## config.mk

```make
export PLATFORM = sky130hd
export DESIGN_NAME = gzip_member_header_parser
export DESIGN_NICKNAME = d
export VERILOG_FILES = /design/src/rtl/gzp_pkg.sv /design/src/rtl/gzp_apb_regs.sv /design/src/rtl/gzp_parser.sv /design/src/rtl/gzip_member_header_parser.sv
export SDC_FILE = /design/constraint.sdc
export NUM_CORES = 1
export LEC_CHECK = 0
export ABC_AREA = 1
export BUFFER_PORTS_ARGS = -buffer_cell sky130_fd_sc_hd__buf_2
export CORE_MARGIN = 4
export CORE_UTILIZATION = 40
export DETAILED_ROUTE_END_ITERATION = 12
export GPL_TIMING_DRIVEN = 0
export PLACE_DENSITY = 0.64
export SETUP_SLACK_MARGIN = 0.4
export SLEW_MARGIN = 5
export SYNTH_ARGS = -nofsm -noshare
export SYNTH_HDL_FRONTEND = slang
export SYNTH_SLANG_ARGS = --single-unit
```

## constraint.sdc

```tcl
create_clock -name clk -period 10.6 [get_ports clk]
set_clock_uncertainty 0.15 [all_clocks]
set_input_delay 1.59 -clock clk [delete_from_list [all_inputs] [get_ports clk]]
set_output_delay 1.59 -clock clk [all_outputs]
set_load 0.005 [all_outputs]
```

## src/rtl/gzp_pkg.sv

```systemverilog
// ----------------------------------------------------------------------------
// gzp_pkg
// shared types, constants and helpers of the gzip member header parser
// ----------------------------------------------------------------------------
package gzp_pkg;

  localparam int POSITION_BITS = 32;
  localparam int OFFSET_BITS   = 32;

  localparam logic [7:0] ID1_BYTE    = 8'h1f;
  localparam logic [7:0] ID2_BYTE    = 8'h8b;
  localparam logic [7:0] CM_DEFLATE  = 8'h08;
  localparam logic [7:0] FL_HCRC     = 8'h02;
  localparam logic [7:0] FL_EXTRA    = 8'h04;
  localparam logic [7:0] FL_NAME     = 8'h08;
  localparam logic [7:0] FL_COMMENT  = 8'h10;
  localparam logic [7:0] FL_RESERVED = 8'hE0;
  localparam int         FIXED_LEN   = 10;

  // register addresses, by word index
  localparam logic REG_CHECK_MAGIC = 1'b0;

  typedef enum logic [3:0] {
    PH_FIXED   = 4'd0,
    PH_XLEN_LO = 4'd1,
    PH_XLEN_HI = 4'd2,
    PH_EXTRA   = 4'd3,
    PH_NAME    = 4'd4,
    PH_COMMENT = 4'd5,
    PH_HCRC_LO = 4'd6,
    PH_HCRC_HI = 4'd7,
    PH_PAYLOAD = 4'd8,
    PH_ERROR   = 4'd9
  } phase_t;

  typedef enum logic [1:0] {
    CLS_HEADER = 2'd0,
    CLS_END    = 2'd1,
    CLS_PAY    = 2'd2,
    CLS_ERR    = 2'd3
  } byte_class_t;

  typedef struct packed {
    byte_class_t             byte_class;
    logic [7:0]              payload_byte;
    logic [OFFSET_BITS-1:0]  deflate_offset;
    logic                    end_of_buffer;
  } result_t;

  // first optional header part at or after 'from' that the flags ask for;
  // PH_PAYLOAD means the header is complete
  function automatic phase_t advance_from(input phase_t from, input logic [7:0] flags);
    phase_t nxt;
    nxt = PH_PAYLOAD;
    if (from <= PH_HCRC_LO && (flags & FL_HCRC) != 8'h00) nxt = PH_HCRC_LO;
    if (from <= PH_COMMENT && (flags & FL_COMMENT) != 8'h00) nxt = PH_COMMENT;
    if (from <= PH_NAME && (flags & FL_NAME) != 8'h00) nxt = PH_NAME;
    if (from <= PH_XLEN_LO && (flags & FL_EXTRA) != 8'h00) nxt = PH_XLEN_LO;
    return nxt;
  endfunction

endpackage

```

## src/rtl/gzp_apb_regs.sv

```systemverilog
// ----------------------------------------------------------------------------
// gzp_apb_regs
// register file behind the apb-style configuration port
// ----------------------------------------------------------------------------
module gzp_apb_regs
  import gzp_pkg::*;
(
  input  logic        clk,
  input  logic        rst,
  input  logic        psel,
  input  logic        penable,
  input  logic        pwrite,
  input  logic [2:0]  paddr,
  input  logic [31:0] pwdata,
  output logic [31:0] prdata,
  output logic        pready,
  output logic        check_magic
);

  logic wr_en;

  assign pready = 1'b1;
  assign wr_en  = psel && penable && pwrite && pready;

  always_ff @(posedge clk) begin
    if (rst) begin
      check_magic <= 1'b1;
    end else if (wr_en && paddr[2] == REG_CHECK_MAGIC) begin
      check_magic <= pwdata[0];
    end
  end

  always_comb begin
    prdata = 32'd0;
    if (paddr[2] == REG_CHECK_MAGIC) begin
      prdata = {31'd0, check_magic};
    end
  end

endmodule

```

## src/rtl/gzp_parser.sv

```systemverilog
// ----------------------------------------------------------------------------
// gzp_parser
// header walk state and the per-byte classification step
// ----------------------------------------------------------------------------
module gzp_parser
  import gzp_pkg::*;
(
  input  logic       clk,
  input  logic       rst,
  input  logic       check_magic,
  input  logic       step,
  input  logic [7:0] data_byte,
  input  logic       last_byte,
  output result_t    result
);

  localparam logic [POSITION_BITS-1:0] PosMax   = '1;
  localparam logic [POSITION_BITS-1:0] PosOne   = POSITION_BITS'(1);
  localparam logic [POSITION_BITS-1:0] PosTwo   = POSITION_BITS'(2);
  localparam logic [POSITION_BITS-1:0] PosThree = POSITION_BITS'(3);
  localparam logic [POSITION_BITS-1:0] PosFixEnd = POSITION_BITS'(FIXED_LEN - 1);

  phase_t                   parse_phase, parse_phase_next;
  logic [7:0]               header_flags, header_flags_next;
  logic [POSITION_BITS-1:0] byte_position, byte_position_next;
  logic [15:0]              extra_remaining, extra_remaining_next;
  logic [7:0]               extra_length_low, extra_length_low_next;

  logic                     done;
  logic                     bad;
  logic                     magic_bad;
  logic [15:0]              extra_len;
  logic [15:0]              extra_dec;
  logic [POSITION_BITS-1:0] pos_inc;
  phase_t                   adv;

  assign pos_inc   = byte_position + PosOne;
  assign extra_len = {data_byte, extra_length_low};
  assign extra_dec = extra_remaining - 16'd1;
  assign magic_bad = check_magic &&
                     ((byte_position == '0 && data_byte != ID1_BYTE) ||
                      (byte_position == PosOne && data_byte != ID2_BYTE) ||
                      (byte_position == PosTwo && data_byte != CM_DEFLATE));

  always_comb begin
    parse_phase_next      = parse_phase;
    header_flags_next     = header_flags;
    byte_position_next    = byte_position;
    extra_remaining_next  = extra_remaining;
    extra_length_low_next = extra_length_low;
    result.byte_class     = CLS_HEADER;
    result.payload_byte   = 8'd0;
    result.deflate_offset = '0;
    result.end_of_buffer  = last_byte;
    done = 1'b0;
    bad  = 1'b0;
    adv  = PH_PAYLOAD;

    if (parse_phase == PH_ERROR) begin
      result.byte_class = CLS_ERR;
    end else if (byte_position == PosMax) begin
      bad = 1'b1;
    end else begin
      byte_position_next = pos_inc;
      case (parse_phase)
        PH_FIXED: begin
          if (magic_bad) begin
            bad = 1'b1;
          end else if (byte_position == PosThree) begin
            header_flags_next = data_byte;
            if ((data_byte & FL_RESERVED) != 8'h00) bad = 1'b1;
          end else if (byte_position >= PosFixEnd) begin
            adv = advance_from(PH_XLEN_LO, header_flags);
            parse_phase_next = adv;
            done = (adv == PH_PAYLOAD);
          end
        end
        PH_XLEN_LO: begin
          extra_length_low_next = data_byte;
          parse_phase_next = PH_XLEN_HI;
        end
        PH_XLEN_HI: begin
          extra_remaining_next = extra_len;
          if (extra_len == 16'd0) begin
            adv = advance_from(PH_NAME, header_flags);
            parse_phase_next = adv;
            done = (adv == PH_PAYLOAD);
          end else begin
            parse_phase_next = PH_EXTRA;
          end
        end
        PH_EXTRA: begin
          extra_remaining_next = extra_dec;
          if (extra_dec == 16'd0) begin
            adv = advance_from(PH_NAME, header_flags);
            parse_phase_next = adv;
            done = (adv == PH_PAYLOAD);
          end
        end
        PH_NAME: begin
          if (data_byte == 8'd0) begin
            adv = advance_from(PH_COMMENT, header_flags);
            parse_phase_next = adv;
            done = (adv == PH_PAYLOAD);
          end
        end
        PH_COMMENT: begin
          if (data_byte == 8'd0) begin
            adv = advance_from(PH_HCRC_LO, header_flags);
            parse_phase_next = adv;
            done = (adv == PH_PAYLOAD);
          end
        end
        PH_HCRC_LO: begin
          parse_phase_next = PH_HCRC_HI;
        end
        PH_HCRC_HI: begin
          adv = advance_from(PH_PAYLOAD, header_flags);
          parse_phase_next = adv;
          done = 1'b1;
        end
        PH_PAYLOAD: begin
          result.byte_class   = CLS_PAY;
          result.payload_byte = data_byte;
        end
        default: begin
          bad = 1'b1;
        end
      endcase
      if (!bad && done) begin
        result.byte_class     = CLS_END;
        result.deflate_offset = OFFSET_BITS'(pos_inc);
      end
    end

    if (bad) begin
      parse_phase_next      = PH_ERROR;
      result.byte_class     = CLS_ERR;
      result.payload_byte   = 8'd0;
      result.deflate_offset = '0;
    end

    // a buffer may not end inside the header
    if (last_byte) begin
      if (result.byte_class == CLS_HEADER) result.byte_class = CLS_ERR;
      parse_phase_next      = PH_FIXED;
      header_flags_next     = 8'd0;
      byte_position_next    = '0;
      extra_remaining_next  = 16'd0;
      extra_length_low_next = 8'd0;
    end
  end

  always_ff @(posedge clk) begin
    if (rst) begin
      parse_phase      <= PH_FIXED;
      header_flags     <= 8'd0;
      byte_position    <= '0;
      extra_remaining  <= 16'd0;
      extra_length_low <= 8'd0;
    end else if (step) begin
      parse_phase      <= parse_phase_next;
      header_flags     <= header_flags_next;
      byte_position    <= byte_position_next;
      extra_remaining  <= extra_remaining_next;
      extra_length_low <= extra_length_low_next;
    end
  end

endmodule

```

## src/rtl/gzip_member_header_parser.sv

```systemverilog
// ----------------------------------------------------------------------------
// gzip_member_header_parser
// byte-wise gzip member header walker with payload pass-through
// ----------------------------------------------------------------------------
// Takes one byte of a gzip buffer per request, with last_byte on the final
// byte, and answers every byte with exactly one result: header byte, header
// end (deflate_offset then gives the header length, i.e. the index of the
// first DEFLATE byte), payload byte (passed through on payload_byte), or
// error. The ID bytes and method 8 are checked when check_magic is set
// (reset value 1, register at byte address 0); flag bits 0xE0 are always
// rejected. Extra field, file name, comment and header CRC are skipped as
// the flag byte asks. An error sticks until the final byte of the buffer,
// and every final byte returns the parser to the start of a new header.
// A buffer ending before the header is complete answers its final byte
// with error. One byte is accepted every clock cycle while the result side
// does not stall; each byte crosses one register for the incoming byte and
// one for the result, with the single state update of the parse step in
// between. Configuration may only be written while no byte is in flight.
// ----------------------------------------------------------------------------
module gzip_member_header_parser
  import gzp_pkg::*;
(
  input  logic                   clk,
  input  logic                   rst,
  // byte requests
  input  logic                   data_valid,
  output logic                   data_stall,
  input  logic [7:0]             data_byte,
  input  logic                   last_byte,
  // result requests
  output logic                   result_valid,
  input  logic                   result_stall,
  output logic [1:0]             byte_class,
  output logic [7:0]             payload_byte,
  output logic [OFFSET_BITS-1:0] deflate_offset,
  output logic                   end_of_buffer,
  // configuration
  input  logic                   psel,
  input  logic                   penable,
  input  logic                   pwrite,
  input  logic [2:0]             paddr,
  input  logic [31:0]            pwdata,
  output logic [31:0]            prdata,
  output logic                   pready
);

  logic       check_magic;

  // input register
  logic       in_valid;
  logic [7:0] in_byte;
  logic       in_last;

  // result register
  result_t    step_result;
  result_t    out_q;
  logic       out_valid;

  logic       out_load;
  logic       step;

  gzp_apb_regs u_regs (
    .clk         (clk),
    .rst         (rst),
    .psel        (psel),
    .penable     (penable),
    .pwrite      (pwrite),
    .paddr       (paddr),
    .pwdata      (pwdata),
    .prdata      (prdata),
    .pready      (pready),
    .check_magic (check_magic)
  );

  // result register can take a new value when empty or being drained
  assign out_load   = !out_valid || !result_stall;
  assign step       = in_valid && out_load;
  // input register holds while its byte cannot move on
  assign data_stall = in_valid && !out_load;

  always_ff @(posedge clk) begin
    if (rst) begin
      in_valid <= 1'b0;
    end else if (!data_stall) begin
      in_valid <= data_valid;
    end
  end

  always_ff @(posedge clk) begin
    if (data_valid && !data_stall) begin
      in_byte <= data_byte;
      in_last <= last_byte;
    end
  end

  gzp_parser u_parser (
    .clk         (clk),
    .rst         (rst),
    .check_magic (check_magic),
    .step        (step),
    .data_byte   (in_byte),
    .last_byte   (in_last),
    .result      (step_result)
  );

  always_ff @(posedge clk) begin
    if (rst) begin
      out_valid <= 1'b0;
    end else if (out_load) begin
      out_valid <= in_valid;
    end
  end

  always_ff @(posedge clk) begin
    if (step) begin
      out_q <= step_result;
    end
  end

  assign result_valid   = out_valid;
  assign byte_class     = out_q.byte_class;
  assign payload_byte   = out_q.payload_byte;
  assign deflate_offset = out_q.deflate_offset;
  assign end_of_buffer  = out_q.end_of_buffer;

  // header end points past the fixed header; checked here as a nonzero offset
  a_offset_nonzero : assert property (@(posedge clk) disable iff (rst)
    (result_valid && byte_class == CLS_END) |-> (deflate_offset != '0))
    else $error("header end with zero offset");

  // payload data only shows on payload results
  a_payload_clean : assert property (@(posedge clk) disable iff (rst)
    (result_valid && byte_class != CLS_PAY) |-> (payload_byte == 8'd0))
    else $error("payload byte set on non-payload result");

  // a buffer never ends on a plain header byte
  a_no_open_end : assert property (@(posedge clk) disable iff (rst)
    (result_valid && end_of_buffer) |-> (byte_class != CLS_HEADER))
    else $error("final byte classified as header byte");

  // offset only carried on header end
  a_offset_only_end : assert property (@(posedge clk) disable iff (rst)
    (result_valid && byte_class != CLS_END) |-> (deflate_offset == '0))
    else $error("offset on non header-end result");

endmodule

```

## Word level (Yosys, flattened, before mapping)

Cells that the tools add are included.

| operators by class | value |
|---|---|
| add/sub/neg operators | 2 |
| $lt $le $gt $ge | 1 |
| equal/unequal tests | 32 |
| muxes and demuxes | 83 |
| bitwise operators | 3 |
| reduce and logical (&&, ||, !) cells | 39 |

Operator list:

| operator | number |
|---|---|
| $mux 4 | 37 |
| $mux 32 | 4 |
| $mux 42 | 2 |
| $eq 32x2->1 const B | 2 |
| $mux 16 | 3 |
| $mux 40 | 1 |
| $add 32x1->32 const B | 1 |
| $eq 32x1->1 const B | 1 |
| $eq 32x32->1 const B | 1 |
| $ge 32x4->1 const B | 1 |
| $logic_not 16->1 | 2 |
| $logic_not 32->1 | 1 |
| $mux 8 | 4 |
| $pmux 16 s2 | 1 |
| $pmux 4 s8 | 1 |
| $mux 5 | 6 |
| $eq 4x4->1 const B | 7 |
| $mux 1 | 17 |
| $eq 4x3->1 const B | 4 |
| $ne 4x2->1 const B | 4 |
| $sub 16x1->16 const B | 1 |
| $logic_and 1x1->1 | 11 |
| $mux 10 | 1 |
| $reduce_and 10->1 | 1 |
| 26 further kinds | 46 |

| word-level totals | value |
|---|---|
| flip-flop bits (word level) | 120 |
| output and inout port bits | 78 |

## Depth between registers and ports, before layout

| depth | value |
|---|---|
| word-level depth | 25 |
| mapped depth | 17 |
| depth with buffers taken out | 17 |

## Hierarchy

A second synthesis with hierarchy kept.

| second synthesis, totals | value |
|---|---|
| cells, all modules | 913 |
| area, all modules | 6907.9 um^2 |

Modules (own cells, without submodules):

| module | times used | cells each | area each (um^2) | seq. area each (um^2) |
|---|---|---|---|---|
| gzp_parser | 1 | 803 | 4941.0 | 1281.2 |
| gzip_member_header_parser | 1 | 64 | 1652.8 | 1601.5 |
| gzp_apb_regs | 1 | 46 | 314.1 | 20.0 |

## Worst setup path before layout

OpenSTA, ideal clock, no wires.

| timing | value |
|---|---|
| path kind | input to register |
| start point | in result_stall |
| end point | reg u_parser.extra_remaining[12] |
| arrival | 4.944 ns |
| data required time | 10.331 ns |
| path slack | 5.387 ns |
| cell stages on the path | 7 |
| cell sequence | a21oi_1 -> nand2_1 -> a21oi_1 -> buf_2 -> nand2_1 -> nand2_1 -> a21oi_1 |

| on the way | value |
|---|---|
| cells in the longest elaborated chain, start to end | 4 |

RTL lines:

| element | line | text |
|---|---|---|
| from (decl) | gzip_member_header_parser.sv:32 | `input logic result_stall,` |
| $logic_not 1->1 | gzip_member_header_parser.sv:76 | `assign out_load = !out_valid \|\| !result_stall;` |
| $logic_or 1x1->1 | gzip_member_header_parser.sv:76 |  |
| $logic_and 1x1->1 | gzip_member_header_parser.sv:77 | `assign step = in_valid && out_load;` |
| $reduce_and 4->1 (no source line) | -- |  |
| to (signal assigned) | gzp_parser.sv:165 | `extra_remaining <= extra_remaining_next;` |
| to (decl) | gzp_parser.sv:26 | `logic [15:0] extra_remaining, extra_remaining_next;` |

Every way passes these cells.
A chain may end at the register's enable or synchronous reset.

## Final worst setup path

| timing | value |
|---|---|
| start point | in result_stall |
| end point | out data_stall |

| on the way | value |
|---|---|
| cells in the longest elaborated chain, start to end | 4 |

RTL lines:

| element | line | text |
|---|---|---|
| $logic_not 1->1 | gzip_member_header_parser.sv:76 |  |
| $logic_or 1x1->1 | gzip_member_header_parser.sv:76 |  |
| $logic_not 1->1 | gzip_member_header_parser.sv:79 | `assign data_stall = in_valid && !out_load;` |
| $logic_and 1x1->1 | gzip_member_header_parser.sv:79 |  |
| to (decl) | gzip_member_header_parser.sv:27 | `output logic data_stall,` |

Every way passes these cells.

==> results.json <==
{
  "cts_setup_buffers": 0,
  "clock_latency_ns": 0.42,
  "numCtsBuffers": 17,
  "finalHoldViolations": 0,
  "maxCapViolCount": 0,
  "num_vias": 6103,
  "clk_pin_slew_worst_paths_ns": 0.05,
  "multi_input_area_um2": 3206,
  "ff_latch_area_um2": 2903,
  "arrival_ns": 2.04,
  "criticalPathCategory": "input pin to output pin",
  "rr_worst_depth": 15,
  "cts-root-buf": "clkbuf_16",
  "peakVddDrop_v": 0.0001185,
  "overflow": 0,
  "rows": 47,
  "crit_path_end_kind": "output pin",
  "layout_commonest_cell": "nand2_1",
  "crit_fanout": 2,
  "crit_chain": "buf_2 > nand2_1 > nor2_1 > buf_2",
  "drive_above_1_share": 0.1609,
  "via_per_inst": 4.828,
  "synth_area_um2": 6763,
  "grt_max_degree": 29,
  "clock-sinks": 119,
  "postCtsHoldBufs": 0,
  "slew_viol_final": 0,
  "yosysSeqAreaShare": 0.4292,
  "cts_tree": "yes",
  "grt_pass1_vias": 5672,
  "final_nets": 1089,
  "ys_types": 37,
  "setup_tns_ns": 0,
  "n_antenna_cell": 0,
  "wire_per_inst_um": 14.16,
  "firstDrtPassIters": 7,
  "hold_class": "flop to flop",
  "cts.repair.resized": 0,
  "synth_seq_cells": 119,
  "tightest_slew_ns": 0.7692,
  "io_pins": 129,
  "r2r-end": "u_parser.byte_position[8]",
  "power.density_nw_per_um2": 152.6,
  "rrSetupSlack_ns": 7.85,
  "final_cell_mix": "184 x nand2_1, 179 x nor2_1, 100 x inv_1",
  "finalPower_uw": 1228,
  "max_freq_ghz": 0.2646,
  "path_depth": 4,
  "gp_congestion": 0.9544,
  "dp_hpwl_um": 13550,
  "path_buf_inv": 2,
  "cp-startpoint": "result_stall",
  "postRouteAntennaNets": 0,
  "finalWirelength_um": 17900,
  "crit_path_frequent_cell": "buf_2",
  "track_usage": 0.1881,
  "yosys_warnings": 0,
  "r2r-start": "u_parser.byte_position[0]",
  "grt_pass1_wl_um": 29150,
  "fin_crit_sh": 0.3565,
  "slew_headroom": 0.4860,
  "syn_avg_cell_area_um2": 7.359,
  "dieHeight_um": 138.0,
  "clk_path_buf_depth": 2,
  "status": "finished, final reports clean",
  "cp_slowest_cell": "nor2_1",
  "core-area_um2": 16580,
  "antenna_found_initial": 0,
  "cp_slowest_stage_delay_ns": 0.13,
  "htreeDepth": 4,
  "critPathLaunchType": "input pin",
  "io_buffers": 62,
  "rsz0062_at_grt": "no",
  "path_delay_family": "buffers and inverters",
  "crit_path_end": "data_stall",
  "initial_core_util": 0.4078,
  "period_needed_ns": 3.779,
  "crit_required_ns": 8.86,
  "p_leak_uw": 0.003398,
  "area_delta_synth_final_pct": 18.93,
  "die_area_um2": 19050,
  "die_x_um": 138.0,
  "setup_viol": 0,
  "drc": 0,
  "n_fill_cell": 1693,
  "drt_iter0_markers": 623,
  "synth_cells": 919
}
## cell type report
class	count	share of cell area
clock buffers	20	0.05554
well taps	220	0.03423
flip-flops and latches	119	0.3609
plain buffers	59	0.04869
repair buffers	63	0.04107
clock inverters	12	0.01291
inverters	103	0.04807
multi-input cells	668	0.3986
## layer usage
| metal | global-route usage | vias up | wire, um |
|---|---|---|---|
| li1 | - | 3132 | - |
| met1 | 0.2788 | 2739 | 8900 |
| met2 | 0.2783 | 213 | 7527 |
| met3 | 0.04558 | 19 | 1294 |
| met4 | 0.04316 | 0 | 181 |
| met5 | 0 | - | 0 |
## registers in the layout, indices dropped and copies added, names as in the netlist
register                   flops
end_of_buffer                  1
deflate_offset                32
payload_byte                   8
u_parser.parse_phase           4
u_parser.extra_remaining      16
in_valid                       1
u_regs.check_magic             1
result_valid                   1
u_parser.extra_length_low      8
byte_class                     2
in_last                        1
u_parser.byte_position        32
in_byte                        8
u_parser.header_flags          4
## stage by stage
step	std cells	hold WS, ns	util	setup slack (ns)	instance area (um^2)
CTS	1264	0.3296	0.4850	6.813	8043
global route	1264	0.3418	0.4850	6.767	8043
floorplan	949	0.2915	-	5.387	6875
finish	1264	0.3260	0.4850	6.821	8043
global placement	1231	0.3122	0.4499	3.531	7461
detailed placement	1232	0.3209	0.4518	6.711	7492
## power by group
| group | switching, uW | leakage [uW] | internal [uW] |
|---|---|---|---|
| Sequential | 12.4 | 0.00106 | 497 |
| Clock | 211 | 0.000256 | 326 |
| Combinational | 118 | 0.00208 | 62.4 |
| Total | 342 | 0.00340 | 886 |
## kinds of logic after synthesis
kind of cell               count (synthesis)  synth area share
AOI/OAI and AO/OA                        135            0.1125
xor gates and xnor gates                  29           0.03756
adders and majority gates                  7           0.01295
buffers and inverters                    162            0.1151
DFF                                      119            0.4292
other                                      2          0.001110
and+or+nand+nor                          465            0.2916
## tightest hold or removal path: stages, from the launching register on
cell,delay (ns)
dfxtp_1,0.31
inv_1,0.07
a21oi_1,0.06
## worst min path at each step
stage | start | to | slack [ns] | cells after the start
after floorplan | u_parser.extra_remaining[15] | u_parser.extra_remaining[15] | 0.29 | 2
after global routing | u_parser.extra_remaining[15] | u_parser.extra_remaining[15] | 0.34 | 2
after detailed placement | u_parser.extra_remaining[15] | u_parser.extra_remaining[15] | 0.32 | 2
after global placement | u_parser.extra_remaining[15] | u_parser.extra_remaining[15] | 0.31 | 2
final | u_parser.extra_remaining[15] | u_parser.extra_remaining[15] | 0.33 | 2
after CTS | u_parser.extra_remaining[15] | u_parser.extra_remaining[15] | 0.33 | 2
## cells in the mapped netlist (all sizes together)
master   count  area share
xnor2        7      0.0091
nor3        17       0.014
edfxtp      52        0.23
o21ai       40       0.030
clkinv       1     0.00055
o211a        2      0.0030
o21a         6      0.0067
o22ai        1     0.00093
dfxtp       67        0.20
a211oi       5      0.0056
conb         2      0.0011
ha           7       0.013
o31ai        1      0.0011
nand2      188        0.11
nor2       196        0.12
inv        102       0.057
nor4         9       0.011
clkbuf      13      0.0072
a22oi        5      0.0056
a21oi       66       0.049
a2bb2oi      4      0.0052
buf         46       0.051
xor2        22       0.028
nand3       38       0.028
o211ai       5      0.0056
or2          3      0.0028
nand4       14       0.013
Note: power is estimated with default switching activity, not from simulation.
